File: config.mk
export PLATFORM = sky130hd
export DESIGN_NAME = base64_stream_decoder
export DESIGN_NICKNAME = d
export VERILOG_FILES = /design/src/rtl/core/b64d_pkg.sv /design/src/rtl/core/b64d_front.sv /design/src/rtl/core/b64d_queue.sv /design/src/rtl/core/b64d_back.sv /design/src/rtl/core/base64_stream_decoder.sv
export SDC_FILE = /design/constraint.sdc
export NUM_CORES = 1
export LEC_CHECK = 0
export BUFFER_PORTS_ARGS = -buffer_cell sky130_fd_sc_hd__buf_2
export CORE_AREA = 2 2 128 142
export CTS_CLUSTER_DIAMETER = 50
export CTS_CLUSTER_SIZE = 30
export DETAILED_ROUTE_END_ITERATION = 8
export DIE_AREA = 0 0 130 144
export GPL_TIMING_DRIVEN = 0
export PLACE_DENSITY = 0.59
export SLEW_MARGIN = 15
export SYNTH_ARGS = -nofsm -noshare
export SYNTH_HDL_FRONTEND = slang
export SYNTH_SLANG_ARGS = --single-unit
File: constraint.sdc
create_clock -name clk_i -period 10.3 [get_ports clk_i]
set_input_delay 0 -clock clk_i [delete_from_list [all_inputs] [get_ports clk_i]]
set_output_delay 0 -clock clk_i [all_outputs]
set_load 0.02 [all_outputs]
File: src/rtl/core/b64d_pkg.sv
// b64d_pkg: shared types, constants and the character classifier for the
// base64 stream decoder. No dependencies.
package b64d_pkg;

  localparam int unsigned QDepth = 4;
  localparam int unsigned QPtrW  = $clog2(QDepth);
  localparam int unsigned QCntW  = $clog2(QDepth + 1);

  localparam logic [7:0] PadCode   = 8'h3D;
  localparam logic [7:0] UpperLo   = 8'h41;
  localparam logic [7:0] UpperHi   = 8'h5A;
  localparam logic [7:0] LowerLo   = 8'h61;
  localparam logic [7:0] LowerHi   = 8'h7A;
  localparam logic [7:0] LowerOff  = 8'h47;
  localparam logic [7:0] DigitLo   = 8'h30;
  localparam logic [7:0] DigitHi   = 8'h39;
  localparam logic [7:0] PlusCode  = 8'h2B;
  localparam logic [7:0] SlashCode = 8'h2F;
  localparam logic [5:0] PlusVal   = 6'h3E;
  localparam logic [5:0] SlashVal  = 6'h3F;

  // byte counts of a decoded group
  localparam logic [1:0] OneByte   = 2'd1;
  localparam logic [1:0] TwoBytes  = 2'd2;
  localparam logic [1:0] ThreeBytes = 2'd3;

  // one queued group: bytes left-aligned in bits
  typedef struct packed {
    logic [23:0] bits;
    logic [1:0]  nbytes;
    logic        last;
    logic        err;
  } cmd_t;

  typedef struct packed {
    logic full;
    logic empty;
  } qstat_t;

  // returns {invalid, sextet}
  function automatic logic [6:0] sextet_of(input logic [7:0] c);
    logic [7:0] t;
    begin
      t = 8'd0;
      if (c >= UpperLo && c <= UpperHi) begin
        t = c - UpperLo;
        sextet_of = {1'b0, t[5:0]};
      end else if (c >= LowerLo && c <= LowerHi) begin
        t = c - LowerOff;
        sextet_of = {1'b0, t[5:0]};
      end else if (c >= DigitLo && c <= DigitHi) begin
        t = c + 8'd4;
        sextet_of = {1'b0, t[5:0]};
      end else if (c == PlusCode) begin
        sextet_of = {1'b0, PlusVal};
      end else if (c == SlashCode) begin
        sextet_of = {1'b0, SlashVal};
      end else begin
        sextet_of = {1'b1, t[5:0]};
      end
    end
  endfunction

endpackage

File: src/rtl/core/b64d_front.sv
// b64d_front: takes characters, tracks group position and pad/discard state,
// and pushes one decoded group command per result event. Uses b64d_pkg.
module b64d_front (
  input  logic               clk_i,
  input  logic               rst_ni,
  input  logic               accept_i,
  input  logic [7:0]         char_code_i,
  input  logic               last_char_i,
  output logic               q_push_o,
  output b64d_pkg::cmd_t     q_cmd_o
);

  logic [1:0]  pos_q, pos_d;
  logic [17:0] acc_q, acc_d;
  logic        pad_q, pad_d;
  logic        disc_q, disc_d;
  logic        emit;
  b64d_pkg::cmd_t cmd;
  logic [6:0]  sx;

  always_comb begin
    pos_d  = pos_q;
    acc_d  = acc_q;
    pad_d  = pad_q;
    disc_d = disc_q;
    emit   = 1'b0;
    cmd    = '{bits: 24'd0, nbytes: b64d_pkg::OneByte, last: 1'b1, err: 1'b1};
    sx     = b64d_pkg::sextet_of(char_code_i);

    if (disc_q) begin
      if (last_char_i) disc_d = 1'b0;
    end else if (pad_q) begin
      pos_d = 2'd0;
      acc_d = 18'd0;
      pad_d = 1'b0;
      emit  = 1'b1;
      if (last_char_i) begin
        cmd.bits = {acc_q[11:4], 16'd0};
        cmd.err  = 1'b0;
      end else begin
        disc_d = 1'b1;
      end
    end else if (char_code_i == b64d_pkg::PadCode) begin
      if (pos_q == 2'd2 && !last_char_i) begin
        pad_d = 1'b1;
      end else begin
        pos_d = 2'd0;
        acc_d = 18'd0;
        emit  = 1'b1;
        if (pos_q == 2'd3 && last_char_i) begin
          cmd.bits   = {acc_q, 6'd0};
          cmd.nbytes = b64d_pkg::TwoBytes;
          cmd.err    = 1'b0;
        end else begin
          disc_d = !last_char_i;
        end
      end
    end else if (sx[6]) begin
      pos_d  = 2'd0;
      acc_d  = 18'd0;
      emit   = 1'b1;
      disc_d = !last_char_i;
    end else if (pos_q != 2'd3) begin
      if (last_char_i) begin
        // message ends inside a group
        pos_d = 2'd0;
        acc_d = 18'd0;
        emit  = 1'b1;
      end else begin
        acc_d = {acc_q[11:0], sx[5:0]};
        pos_d = pos_q + 2'd1;
      end
    end else begin
      pos_d      = 2'd0;
      acc_d      = 18'd0;
      emit       = 1'b1;
      cmd.bits   = {acc_q, sx[5:0]};
      cmd.nbytes = b64d_pkg::ThreeBytes;
      cmd.last   = last_char_i;
      cmd.err    = 1'b0;
    end
  end

  always_ff @(posedge clk_i or negedge rst_ni) begin
    if (!rst_ni) begin
      pos_q  <= 2'd0;
      acc_q  <= 18'd0;
      pad_q  <= 1'b0;
      disc_q <= 1'b0;
    end else if (accept_i) begin
      pos_q  <= pos_d;
      acc_q  <= acc_d;
      pad_q  <= pad_d;
      disc_q <= disc_d;
    end
  end

  assign q_push_o = accept_i && emit;
  assign q_cmd_o  = cmd;

endmodule

File: src/rtl/core/b64d_queue.sv
// b64d_queue: small FIFO of group commands between front and back.
// Uses b64d_pkg.
module b64d_queue (
  input  logic               clk_i,
  input  logic               rst_ni,
  input  logic               push_i,
  input  b64d_pkg::cmd_t     cmd_i,
  input  logic               pop_i,
  output b64d_pkg::cmd_t     cmd_o,
  output b64d_pkg::qstat_t   stat_o
);

  b64d_pkg::cmd_t mem_q [b64d_pkg::QDepth];
  logic [b64d_pkg::QPtrW-1:0] wr_q, rd_q;
  logic [b64d_pkg::QCntW-1:0] cnt_q;

  always_ff @(posedge clk_i) begin
    if (push_i) mem_q[wr_q] <= cmd_i;
  end

  always_ff @(posedge clk_i or negedge rst_ni) begin
    if (!rst_ni) begin
      wr_q  <= '0;
      rd_q  <= '0;
      cnt_q <= '0;
    end else begin
      if (push_i) wr_q <= wr_q + b64d_pkg::QPtrW'(1);
      if (pop_i)  rd_q <= rd_q + b64d_pkg::QPtrW'(1);
      if (push_i && !pop_i)      cnt_q <= cnt_q + b64d_pkg::QCntW'(1);
      else if (pop_i && !push_i) cnt_q <= cnt_q - b64d_pkg::QCntW'(1);
    end
  end

  assign cmd_o        = mem_q[rd_q];
  assign stat_o.full  = (cnt_q == b64d_pkg::QCntW'(b64d_pkg::QDepth));
  assign stat_o.empty = (cnt_q == '0);

endmodule

File: src/rtl/core/b64d_back.sv
// b64d_back: unpacks queued group commands into single output words held
// in an output register. Uses b64d_pkg.
module b64d_back (
  input  logic               clk_i,
  input  logic               rst_ni,
  input  b64d_pkg::cmd_t     q_cmd_i,
  input  b64d_pkg::qstat_t   q_stat_i,
  output logic               q_pop_o,
  input  logic               pop_i,
  output logic               empty_o,
  output logic [7:0]         data_byte_o,
  output logic               last_byte_o,
  output logic               error_o
);

  b64d_pkg::cmd_t work_q;
  logic           work_vld_q;
  logic [1:0]     idx_q;
  logic           out_vld_q;
  logic [7:0]     data_q;
  logic           last_q, err_q;
  logic           out_free, final_byte, take_byte, work_free;
  logic [7:0]     sel_byte;

  assign out_free   = !out_vld_q || pop_i;
  assign final_byte = (idx_q == work_q.nbytes - 2'd1);
  assign take_byte  = out_free && work_vld_q;
  assign work_free  = !work_vld_q || (take_byte && final_byte);
  assign q_pop_o    = work_free && !q_stat_i.empty;

  always_comb begin
    case (idx_q)
      2'd0:    sel_byte = work_q.bits[23:16];
      2'd1:    sel_byte = work_q.bits[15:8];
      default: sel_byte = work_q.bits[7:0];
    endcase
  end

  always_ff @(posedge clk_i or negedge rst_ni) begin
    if (!rst_ni) begin
      work_vld_q <= 1'b0;
      idx_q      <= 2'd0;
      out_vld_q  <= 1'b0;
    end else begin
      if (q_pop_o) begin
        work_vld_q <= 1'b1;
        idx_q      <= 2'd0;
      end else if (work_free) begin
        work_vld_q <= 1'b0;
      end else if (take_byte) begin
        idx_q <= idx_q + 2'd1;
      end
      if (take_byte)   out_vld_q <= 1'b1;
      else if (pop_i)  out_vld_q <= 1'b0;
    end
  end

  always_ff @(posedge clk_i) begin
    if (q_pop_o) work_q <= q_cmd_i;
    if (take_byte) begin
      data_q <= sel_byte;
      last_q <= work_q.last && final_byte;
      err_q  <= work_q.err;
    end
  end

  assign empty_o     = !out_vld_q;
  assign data_byte_o = data_q;
  assign last_byte_o = last_q;
  assign error_o     = err_q;

endmodule

File: src/rtl/core/base64_stream_decoder.sv
// base64_stream_decoder: top level, front classifier, command queue and
// byte unpacker. Uses b64d_pkg, b64d_front, b64d_queue, b64d_back.
//
// Usage:
//   Input channel: a character word is taken at a clock edge with push high
//   and full low; last_char_i marks the final character of a message.
//   Output channel: while empty is low the oldest byte word sits on
//   data_byte_o/last_byte_o/error_o and is taken at an edge with pop high.
//   Every fourth character (or a pad/error event) queues one group command;
//   the back end unpacks it at one byte per cycle while the output register is
//   empty or pop is high. A byte passes from the edge that takes the character
//   completing its group through the queue (written at that edge), the
//   unpacker's work register and then the output register, in that order.
//   Throughput: one character per cycle; a valid group gives three bytes per
//   four characters, an error at most one word per character, and the output
//   register drains one word per cycle, so with pop held high input never stalls.
//   full rises only when the 4-entry command queue is full, i.e. when the
//   receiver has stalled long enough to back up several groups.
//   An error gives a single word with error_o and last_byte_o set; bytes
//   already sent from that message stand and the rest of it is dropped.
//   Reset clears group state, queue and output register; no clearing pass.
module base64_stream_decoder (
  input  logic       clk_i,
  input  logic       rst_ni,
  input  logic       push,
  output logic       full,
  input  logic [7:0] char_code_i,
  input  logic       last_char_i,
  output logic       empty,
  input  logic       pop,
  output logic [7:0] data_byte_o,
  output logic       last_byte_o,
  output logic       error_o
);

  b64d_pkg::cmd_t   push_cmd, head_cmd;
  b64d_pkg::qstat_t q_stat;
  logic             accept, q_push, q_pop;

  assign full   = q_stat.full;
  assign accept = push && !q_stat.full;

  b64d_front u_front (
    .clk_i       (clk_i),
    .rst_ni      (rst_ni),
    .accept_i    (accept),
    .char_code_i (char_code_i),
    .last_char_i (last_char_i),
    .q_push_o    (q_push),
    .q_cmd_o     (push_cmd)
  );

  b64d_queue u_queue (
    .clk_i  (clk_i),
    .rst_ni (rst_ni),
    .push_i (q_push),
    .cmd_i  (push_cmd),
    .pop_i  (q_pop),
    .cmd_o  (head_cmd),
    .stat_o (q_stat)
  );

  b64d_back u_back (
    .clk_i       (clk_i),
    .rst_ni      (rst_ni),
    .q_cmd_i     (head_cmd),
    .q_stat_i    (q_stat),
    .q_pop_o     (q_pop),
    .pop_i       (pop),
    .empty_o     (empty),
    .data_byte_o (data_byte_o),
    .last_byte_o (last_byte_o),
    .error_o     (error_o)
  );

  a_no_push_full: assert property (@(posedge clk_i) disable iff (!rst_ni)
    q_push |-> !q_stat.full)
    else $error("command pushed into full queue");

  a_no_pop_empty: assert property (@(posedge clk_i) disable iff (!rst_ni)
    q_pop |-> !q_stat.empty)
    else $error("command popped from empty queue");

  a_err_word: assert property (@(posedge clk_i) disable iff (!rst_ni)
    (!empty && error_o) |-> (data_byte_o == 8'd0 && last_byte_o))
    else $error("error word not zero or not marked last");

  a_push_full: assert property (@(posedge clk_i) disable iff (!rst_ni)
    (q_push && !q_pop) |=> !q_stat.empty)
    else $error("queue empty after net push");

endmodule
==> results of run 1 <==
-- where the power goes --
part	total (W)	leakage (nW)	internal, W	switching [W]
combinational	0.000584	1.11	0.000239	0.000345
clock	0.000621	0.282	0.000367	0.000254
sequential	0.00103	1.91	0.000975	0.0000504
-- cell usage in the layout, fill, tap and decap left out, types with 15 or more instances in the layout --
cell type,netlist,routed
sky130_fd_sc_hd__edfxtp_1,150,150
sky130_fd_sc_hd__nand2_1,34,34
sky130_fd_sc_hd__dfrtp_1,33,33
sky130_fd_sc_hd__mux4_2,28,28
sky130_fd_sc_hd__buf_2,2,24
sky130_fd_sc_hd__inv_1,20,20
sky130_fd_sc_hd__clkbuf_16,0,19
sky130_fd_sc_hd__ha_1,18,18
sky130_fd_sc_hd__a22o_1,17,17
sky130_fd_sc_hd__and2_1,20,16
sky130_fd_sc_hd__nor2_1,15,15
-- registers in the layout (all words and copies together), names as in the netlist --
| signal | flops |
|---|---|
| u_back.idx_q | 2 |
| u_back.work_vld_q | 1 |
| u_queue.cnt_q | 3 |
| u_back.out_vld_q | 1 |
| u_front.pad_q | 1 |
| u_back.work_q | 28 |
| u_front.disc_q | 1 |
| u_queue.rd_q | 2 |
| u_queue.wr_q | 2 |
| u_queue.mem_q | 112 |
| u_front.acc_q | 18 |
| u_back.error_o | 1 |
| u_back.data_byte_o | 8 |
| u_front.pos_q | 2 |
| u_back.last_byte_o | 1 |
-- layer usage --
layer / track usage, % / part of all wire, %
met4: 5.433 / 0.83
met3: 3.959 / 2.3
met5: 0 / 0
met1: 21.97 / 44
met2: 28.69 / 52
-- area by class of cell --
cell class | count | area share [%]
buffer | 17 | 0.9705
inverter | 20 | 0.8563
tap | 238 | 3.397
multi-input combinational | 233 | 24.55
clock inverter | 7 | 0.7278
clock buffer | 25 | 5.794
sequential | 183 | 60.80
timing repair buffer | 30 | 2.911
-- stage by stage --
stage | power [W] | std cells | utilization, %
3_5_place_dp | 0.001640 | 718 | 46.87
6_report | 0.002230 | 753 | 50.33
5_1_grt | 0.002350 | 753 | 50.33
3_3_place_gp | 0.001597 | 713 | 46.12
2_1_floorplan | 0.001430 | 453 | -
4_1_cts | 0.002260 | 753 | 50.33
-- kinds of logic (layout without fill, tap and decap cells) --
group,after synthesis,count (layout),share of synthesized area (%)
flip-flops,183,183,69.89
AND/OR/NAND/NOR,101,101,7.104
AO/OA/AOI/OAI,66,66,7.039
buffers and inverters,37,99,2.100
multiplexers,35,35,9.270
adder cells (fa/ha/maj),19,19,3.216
XOR/XNOR,12,12,1.378
-- worst register-to-register path, stage by stage, from the launching register on --
cell,delay [ps]
sky130_fd_sc_hd__edfxtp_1,390
sky130_fd_sc_hd__xnor2_1,220
sky130_fd_sc_hd__mux2i_1,320
sky130_fd_sc_hd__nand2_1,150
sky130_fd_sc_hd__a21oi_4,640
sky130_fd_sc_hd__inv_1,120
sky130_fd_sc_hd__ha_1,230
sky130_fd_sc_hd__inv_1,80
sky130_fd_sc_hd__fa_1,400
sky130_fd_sc_hd__mux2_2,270
-- final timing paths --
| kind | end | slack [ps] | depth (start not counted) |
|---|---|---|---|
| worst max-delay path | u_queue.cnt_q[1]$_DFFE_PN0P_ | 7370 | 9 |
| worst min-delay path | u_front.disc_q$_DFFE_PN0P_ | 60 | 4 |
| worst max register to register | u_queue.cnt_q[1]$_DFFE_PN0P_ | 7370 | 9 |
| worst min register to register | u_back.error_o$_DFFE_PP_ | 420 | 0 |
| max in group asynchronous | u_front.acc_q[14]$_DFFE_PN0P_ | 9590 | 2 |
| min in group asynchronous | u_back.idx_q[1]$_DFFE_PN0P_ | 190 | 2 |
==> flow_summary_export.csv, run 1 <==
group,metric,value,unit
drt,via_per_inst,5.230,
setup_path,critical_path.slowest_cell,"sky130_fd_sc_hd__a21oi_4",
die,fp.coreArea,17420,µm²
place,globalplace.congestion,0.8482,
setup_path,cp_cell_sequence,"xnor2_1, mux2i_1, nand2_1, a21oi_4, inv_1, ha_1, inv_1, fa_1, mux2_2",
clocking,root_buffer,"sky130_fd_sc_hd__clkbuf_16",
place,post-place-ws,7205,ps
clocking,cts_tree,"done",
drt,drt_pre_antenna_iters,5,
yosys,synthesis.area_per_instance,16.83,µm²
die,placementRows,51,
clocking,cts_max_level,4,
yosys,synth_warnings,0,
setup_path,reg2reg_from,"u_back.work_q[3]$_DFFE_PP_",
setup_path,crit_fanout,19,
yosys,synth_top_cell_area_share,59.06,%
drt,drt_drc_violations_left,0,
clocking,total_setup_buffers_inserted_after_cts,0,
place,postPlaceCellArea,8165,µm²
layout,layout-drive-gt1-share,21.17,%
setup_path,biggest_cell_delay_along_the_critical_path,640,ps
timing,timing.slew.headroom,31.36,%
yosys,synth_top_cell_by_area,"sky130_fd_sc_hd__edfxtp_1",
setup_path,critPathArrivalTime,3240,ps
drt,detail_route.wl_per_cell,19.32,µm
clocking,post_cts_resized,0,
drt,vias,3938,
global_routing,grt_max_degree,34,
clocking,cts_sinks,183,
setup_path,start_kind,"register",
timing,timing.clock.skew,20.19,ps
setup_path,buffering_stage_count_on_the_worst_path_with_inverters_included,2,
yosys,synth_area_leaders,"sky130_fd_sc_hd__edfxtp_1 (59%), sky130_fd_sc_hd__dfrtp_1 (11%), sky130_fd_sc_hd__mux4_2 (8.3%)",
die,initial_utilization,43.78,%
layout,antenna_cells,0,
timing,tightestPinTransition,1030,ps
drt,detail_route.wirelength,14550,µm
clocking,tritoncts.num_buffers,17,
power,irDropWorstVdd,0.0001227,V
timing,hold-worst-slack,62.42,ps
yosys,yosys_most_used_dff,"sky130_fd_sc_hd__edfxtp_1",
timing,finalCriticalPeriod,2927,ps
yosys,yosys-top-cells-count,"sky130_fd_sc_hd__edfxtp_1 (150), sky130_fd_sc_hd__nand2_1 (34), sky130_fd_sc_hd__dfrtp_1 (33)",
timing,timing.final.ws_setup,7373,ps
clocking,clk_latency,430,ps
worst_hold_path,worstHoldPathType,"in -> reg",
place,detailed_place_hpwl,9915,µm
setup_path,setup.worst_path.start,"u_back.work_q[3]$_DFFE_PP_",
setup_path,required,10620,ps
global_routing,via_count_of_the_first_global_routing_pass,4016,
timing,total_negative_slack_for_setup_checks,0,ps
global_routing,grt_pass1_wl,23050,µm
yosys,post-synth-top-count-cell,"sky130_fd_sc_hd__edfxtp_1",
timing,fmax,341.7,MHz
setup_path,critPathTopFamily,"compound AO/OA/AOI/OAI gates",
setup_path,kind_of_end_point_of_the_critical_path,"register",
clocking,path_clk_slew,70,ps
layout,design_area,8767,µm²
yosys,synth_nets,485,
yosys,synth.cell_area,7626,µm²
yosys,number_of_enable_type_register_cells_in_the_synthesized_netlist,150,
global_routing,globalRouteTotalUtil,17.03,%
setup_path,crit_path_frequent_cell,"sky130_fd_sc_hd__inv_1",
die,die_h,144,µm
job,timing.max_cap.violations,0,
die,pin_count,25,
power,static-leakage-power,3.301,nW
yosys,synth_seq_cells,183,
yosys,yosysUniqueCellTypes,49,
layout,seqCellArea,5330,µm²
yosys,synth-async-reset-ratio,18.03,%
global_routing,grt_antenna_before_repair,0,
drt,drt_first_iter_violations,330,
timing,number_of_endpoints_failing_setup_at_the_final_stage,0,
die,die-width,130,µm
setup_path,path_class,"reg -> reg",
power,power.density_cell_area,254.3,nW/µm²
drt,final_antenna_net_count,0,
global_routing,globalRoute.totalOverflow,0,
timing,timing.final.crit_share,28.42,%
worst_hold_path,timing.hold.worst.start,"last_char_i",
place,port_buffers,22,
layout,area_growth_syn_to_layout,14.96,%
die,floorplan.die_area,18720,µm²
yosys,share_of_synthesized_area_occupied_by_flip_flops_and_latches,69.89,%
layout,multi_input_area,2152,µm²
yosys,synthCells,453,
timing,hold_viol,0,
run_status,result_of_the_run,"complete, no violations",
layout,finalNetCount,534,
clocking,cts.hold.buffers_added,3,
timing,rsz0062_at_grt,"no",
layout,nFillCells,1458,
timing,timing.final.max_slew_violations,0,
clocking,cts_max_path_bufs,2,
Note: power is estimated with default switching activity, not from simulation.
==> inputs of run 2 (changes only) <==
- PLACE_DENSITY: 0.59 -> 0.61
- clock period: 10.3 -> 2.4 ns (I/O delays scaled with it)
==> flow_summary_export.csv, run 2 (synthesized netlist as in run 1, its figures left out) <==
group,metric,value,unit
setup_path,rrSetupSlack,50,ps
die,die-width,130,µm
global_routing,use_met2,29.18,%
drt,drt_first_iter_violations,300,
drt,detail_route.wl_per_cell,19.66,µm
timing,tightestPinTransition,1154,ps
die,initial_utilization,43.78,%
layout,layout.cells.most_common,"sky130_fd_sc_hd__edfxtp_1",
clocking,cts_tree,"done",
clocking,cts_max_level,4,
layout,layout.core_utilization,50.46,%
timing,hold_viol,0,
drt,final_antenna_net_count,0,
timing,hold-worst-slack,91.16,ps
die,pin_count,25,
die,floorplan.die_area,18720,µm²
global_routing,grt_max_degree,34,
place,port_buffers,22,
layout,largest_registers,"u_queue.mem_q x112, u_back.work_q x28, u_front.acc_q x18",
setup_path,critical_path.slowest_cell,"sky130_fd_sc_hd__edfxtp_1",
global_routing,globalRouteTotalUtil,17.32,%
layout,largest_register,"u_queue.mem_q",
setup_path,required,2710,ps
job,timing.max_cap.violations,0,
global_routing,grt_busiest_layer,"met2",
global_routing,grtUsageMet1,22.20,%
timing,timing.final.ws_setup,49.05,ps
drt,vias,4090,
power,static-leakage-power,3.308,nW
setup_path,biggest_cell_delay_along_the_critical_path,410,ps
run_status,result_of_the_run,"complete, no violations",
timing,timing.final.max_slew_violations,0,
layout,design_area,8790,µm²
timing,number_of_endpoints_failing_setup_at_the_final_stage,0,
global_routing,grt_pass1_wl,23450,µm
place,detailed_place_hpwl,9370,µm
layout,largest_register_ffs,112,
place,postPlaceCellArea,8058,µm²
die,fp.coreArea,17420,µm²
clocking,root_buffer,"sky130_fd_sc_hd__clkbuf_16",
layout,finalNetCount,546,
worst_hold_path,worstHoldPathType,"in -> reg",
layout,layout-drive-gt1-share,25.81,%
global_routing,globalRoute.totalOverflow,0,
layout,area_growth_syn_to_layout,15.26,%
timing,finalCriticalPeriod,2351,ps
setup_path,crit_fanout,3,
power,power.total,0.009457,W
setup_path,cp_cell_sequence,"xnor2_2, mux2i_2, nand2_2, a21oi_4, inv_1, ha_4, inv_2, fa_2, mux2_2",
timing,timing.final.crit_share,97.96,%
layout,most-common-layout-cells,"sky130_fd_sc_hd__edfxtp_1 (150), sky130_fd_sc_hd__nand2_1 (33), sky130_fd_sc_hd__dfrtp_1 (32), sky130_fd_sc_hd__mux4_2 (28), sky130_fd_sc_hd__buf_2 (24)",
timing,timing.clock.skew,13.03,ps
die,placementRows,51,
drt,drt_pre_antenna_iters,4,
setup_path,kind_of_end_point_of_the_critical_path,"register",
setup_path,start_kind,"register",
drt,via_per_inst,5.346,
setup_path,path_class,"reg -> reg",
die,die_h,144,µm
global_routing,met3_usage,3.626,%
power,power.density_cell_area,1076,nW/µm²
global_routing,grt_antenna_before_repair,0,
setup_path,critPathArrivalTime,2660,ps
place,globalplace.congestion,0.8142,
clocking,clk_latency,430,ps
timing,rsz0062_at_grt,"yes",
power,irDropWorstVdd,0.0005520,V
timing,timing.slew.headroom,23.08,%
timing,fmax,425.4,MHz
clocking,cts_sinks,183,
drt,drt_drc_violations_left,0,
global_routing,via_count_of_the_first_global_routing_pass,4160,
clocking,cts_max_path_bufs,2,
clocking,path_clk_slew,60,ps
drt,detail_route.wirelength,15040,µm
place,post-place-ws,-851.9,ps
clocking,tritoncts.num_buffers,17,
layout,antenna_cells,0,
[run 2: worst max-delay path: cells and delay by family, from the launching register on]
| family | cells | cell delay [ps] |
|---|---|---|
| AO/OA/AOI/OAI | 1 | 200 |
| XOR/XNOR | 1 | 200 |
| adder cells (fa/ha/maj) | 2 | 580 |
| buffers and inverters | 2 | 140 |
| flip-flops | 1 | 410 |
| multiplexers | 2 | 560 |
| AND/OR/NAND/NOR | 1 | 140 |
[run 2: repair_timing]
item / in CTS / in global routing
pin swaps: 5 / 8
hold buffers: 3 / 0
setup buffers: 9 / 8
resized for setup: 13 / 10
endpoints found under the setup margin: 144 / 58
gates cloned: 1 / 0
endpoints found under the hold margin: 35 / 0
[run 2: power by group]
| group | switching (W) | leakage (nW) | internal, W |
|---|---|---|---|
| logic | 0.00154 | 1.15 | 0.00110 |
| registers | 0.000245 | 1.91 | 0.00419 |
| clock network | 0.00109 | 0.247 | 0.00129 |
[run 2: metrics by stage]
stage / TNS, ps / cells
global placement: -65870 / 713
global route: -540.9 / 765
finish: 0 / 765
detailed placement: -76630 / 713
CTS: 0 / 758
floorplan: -405.5 / 453
[run 2: worst paths after layout]
check / startpoint / end / cells after the start
min in group asynchronous: rst_ni / u_back.work_vld_q$_DFFE_PN0P_ / 2
max in group asynchronous: rst_ni / u_queue.cnt_q[0]$_DFFE_PN0P_ / 2
hold / removal: last_char_i / u_front.disc_q$_DFFE_PN0P_ / 4
setup / recovery: u_back.work_q[3]$_DFFE_PP_ / u_queue.cnt_q[1]$_DFFE_PN0P_ / 9
setup reg to reg: u_back.work_q[3]$_DFFE_PP_ / u_queue.cnt_q[1]$_DFFE_PN0P_ / 9
hold reg to reg: u_back.work_q[0]$_DFFE_PP_ / u_back.error_o$_DFFE_PP_ / 0
[run 2: layout make-up]
class	count	area, µm²
fill	1461	8631
sequential	183	5331
multi-input combinational	234	2246
clock buffer	19	432.9
tap	238	297.8
timing repair buffer	42	267.8
inverter	20	75.07
buffer	16	73.82
clock inverter	13	65.06
[run 2: layer usage]
metal  part of all wire [%]  vias to the layer above
met3                    3.5                       21
met2                     51                       97
li1                       -                     1862
met5                      0                        -
met1                     43                     2110
met4                    2.0                        0
==> inputs of run 3 (changes only) <==
- CORE_AREA: 2 2 128 142 -> 2 2 115 128
- DIE_AREA: 0 0 130 144 -> 0 0 117 130
- PLACE_DENSITY: 0.61 -> 0.74
==> flow_summary_export.csv, run 3 (synthesized netlist as in run 1, its figures left out) <==
group,metric,value,unit
power,irDropWorstVdd,0.0005202,V
global_routing,globalRouteTotalUtil,20.78,%
drt,final_antenna_net_count,0,
layout,antenna_cells,0,
drt,drt_first_iter_violations,360,
power,power.density_cell_area,1093,nW/µm²
setup_path,biggest_cell_delay_along_the_critical_path,420,ps
die,die_h,130,µm
setup_path,critical_path.slowest_cell,"sky130_fd_sc_hd__edfxtp_1",
global_routing,grt_pass1_wl,22870,µm
setup_path,critPathTopFamily,"adder cells",
power,pwr-share-clk,26.6,%
layout,largest_register_ffs,112,
place,place.detailed.instances,667,
run_status,result_of_the_run,"finished with violations",
power,switchingPower,0.002880,W
timing,timing.final.crit_share,99.02,%
layout,largest_registers,"u_queue.mem_q x112, u_back.work_q x28, u_front.acc_q x18",
layout,most-common-layout-cells,"sky130_fd_sc_hd__edfxtp_1 (150), sky130_fd_sc_hd__nand2_1 (33), sky130_fd_sc_hd__dfrtp_1 (32), sky130_fd_sc_hd__mux4_2 (28), sky130_fd_sc_hd__buf_2 (24)",
layout,area_growth_syn_to_layout,14.73,%
layout,layout-drive-gt1-share,25.95,%
place,detailed_place_hpwl,8997,µm
timing,timing.slew.headroom,29.03,%
timing,tightestPinTransition,1065,ps
clocking,cts_max_path_bufs,2,
power,internal-power,0.006688,W
run_status,violations,"DRC",
drt,drt_pre_antenna_iters,7,
die,floorplan.die_area,15210,µm²
timing,hold_viol,0,
power,comb_power_share,27.0,%
die,initial_utilization,54.08,%
global_routing,grt_max_degree,34,
drt,drt_drc_violations_left,2,
layout,largest_register,"u_queue.mem_q",
timing,timing.clock.skew,12.55,ps
setup_path,required,2700,ps
drt,detail_route.wl_per_cell,20.76,µm
place,globalplace.congestion,0.8520,
worst_hold_path,worstHoldPathType,"in -> reg",
timing,number_of_endpoints_failing_setup_at_the_final_stage,0,
setup_path,kind_of_end_point_of_the_critical_path,"register",
drt,via_per_inst,5.753,
setup_path,crit_fanout,3,
setup_path,path_class,"reg -> reg",
setup_path,critPathArrivalTime,2680,ps
drt,detail_route.wirelength,14870,µm
timing,fmax,420.8,MHz
die,fp.coreArea,14100,µm²
layout,final_cell_count_no_fill,716,
global_routing,globalRoute.totalOverflow,0,
power,power_switching_share,30.10,%
layout,layout.cells.most_common,"sky130_fd_sc_hd__edfxtp_1",
global_routing,grt_antenna_before_repair,0,
clocking,cts_max_level,4,
timing,finalCriticalPeriod,2376,ps
clocking,tritoncts.num_buffers,17,
clocking,clk_latency,420,ps
drt,vias,4119,
place,port_buffers,22,
layout,finalNetCount,543,
setup_path,buffering_stage_count_on_the_worst_path_with_inverters_included,2,
timing,timing.final.max_slew_violations,0,
setup_path,cp_cell_sequence,"xnor2_2, mux2i_2, nand2_2, a21oi_4, inv_1, ha_4, inv_2, fa_1, mux2_2",
job,timing.max_cap.violations,0,
die,placementRows,46,
die,pin_count,25,
clocking,root_buffer,"sky130_fd_sc_hd__clkbuf_16",
clocking,cts_tree,"done",
clocking,path_clk_slew,70,ps
power,power.total,0.009568,W
timing,rsz0062_at_grt,"yes",
power,static-leakage-power,3.295,nW
power,share_seq_of_total_power,46.4,%
die,die-width,117,µm
global_routing,via_count_of_the_first_global_routing_pass,4190,
setup_path,start_kind,"register",
layout,layout.core_utilization,62.05,%
clocking,cts_sinks,183,
[run 3: cell types whose count changed in the layout (fill, tap and decap cells not counted), sizes merged]
cell      previous run  this run
bufinv               0         1
buf                 47        44
clkbuf              27        28
clkinv              12         4
inv                 20        22
clkinvlp             1         5
[run 3: cell type report]
cell class | count | area [µm²]
fill | 994 | 5351
sequential | 183 | 5331
multi-input combinational | 234 | 2242
clock buffer | 20 | 436.7
timing repair buffer | 39 | 245.2
tap | 192 | 240.2
clock inverter | 12 | 103.9
buffer | 16 | 75.07
inverter | 20 | 75.07
[run 3: power by group through the flow]
stage                     registers (W)  clock network (W)  logic [W]
after floorplan                 0.00451                  0    0.00164
after global placement          0.00446                  0    0.00231
after detailed placement        0.00449                  0    0.00239
after CTS                       0.00444            0.00259    0.00255
after global routing            0.00449            0.00269    0.00282
final                           0.00444            0.00254    0.00259
[run 3: metal layers]
layer | share of wire [%] | vias to the layer above | global-route usage [%]
li1 | - | 1859 | -
met1 | 40 | 2107 | 25.70
met2 | 54 | 132 | 36.79
met3 | 4.5 | 21 | 3.530
met4 | 1.8 | 0 | 7.751
met5 | 0 | - | 0
[run 3: repair_timing]
action / in CTS / in global routing
buffers inserted: 7 / 7
hold endpoints to repair: 35 / 0
resized for setup: 14 / 7
gates cloned: 1 / 0
endpoints found under the setup margin: 145 / 124
pin swaps: 8 / 4
hold buffers: 3 / 0
[run 3: path summary, 6_finish.rpt]
check	startpoint	to	slack [ps]	cells after the start
setup / recovery	u_back.work_q[3]$_DFFE_PP_	u_queue.cnt_q[1]$_DFFE_PN0P_	20	9
hold / removal	last_char_i	u_queue.mem_q[1][2]$_DFFE_PP_	110	2
setup reg to reg	u_back.work_q[3]$_DFFE_PP_	u_queue.cnt_q[1]$_DFFE_PN0P_	20	9
hold reg to reg	u_back.work_q[0]$_DFFE_PP_	u_back.error_o$_DFFE_PP_	430	0
max in group asynchronous	rst_ni	u_queue.cnt_q[0]$_DFFE_PN0P_	1670	2
min in group asynchronous	rst_ni	u_back.work_vld_q$_DFFE_PN0P_	190	2
[run 3: through the flow]
stage	area [µm²]	setup slack [ps]	setup TNS (ps)	hold slack (ps)
4_1_cts	8681	-3.333	-3.333	74.31
2_1_floorplan	7650	-285.6	-405.5	-295.6
5_1_grt	8750	-66.29	-1175	121.7
3_3_place_gp	8000	-760.4	-55670	89.84
6_report	8750	23.50	0	113.7
3_5_place_dp	8000	-918.0	-64300	110.3
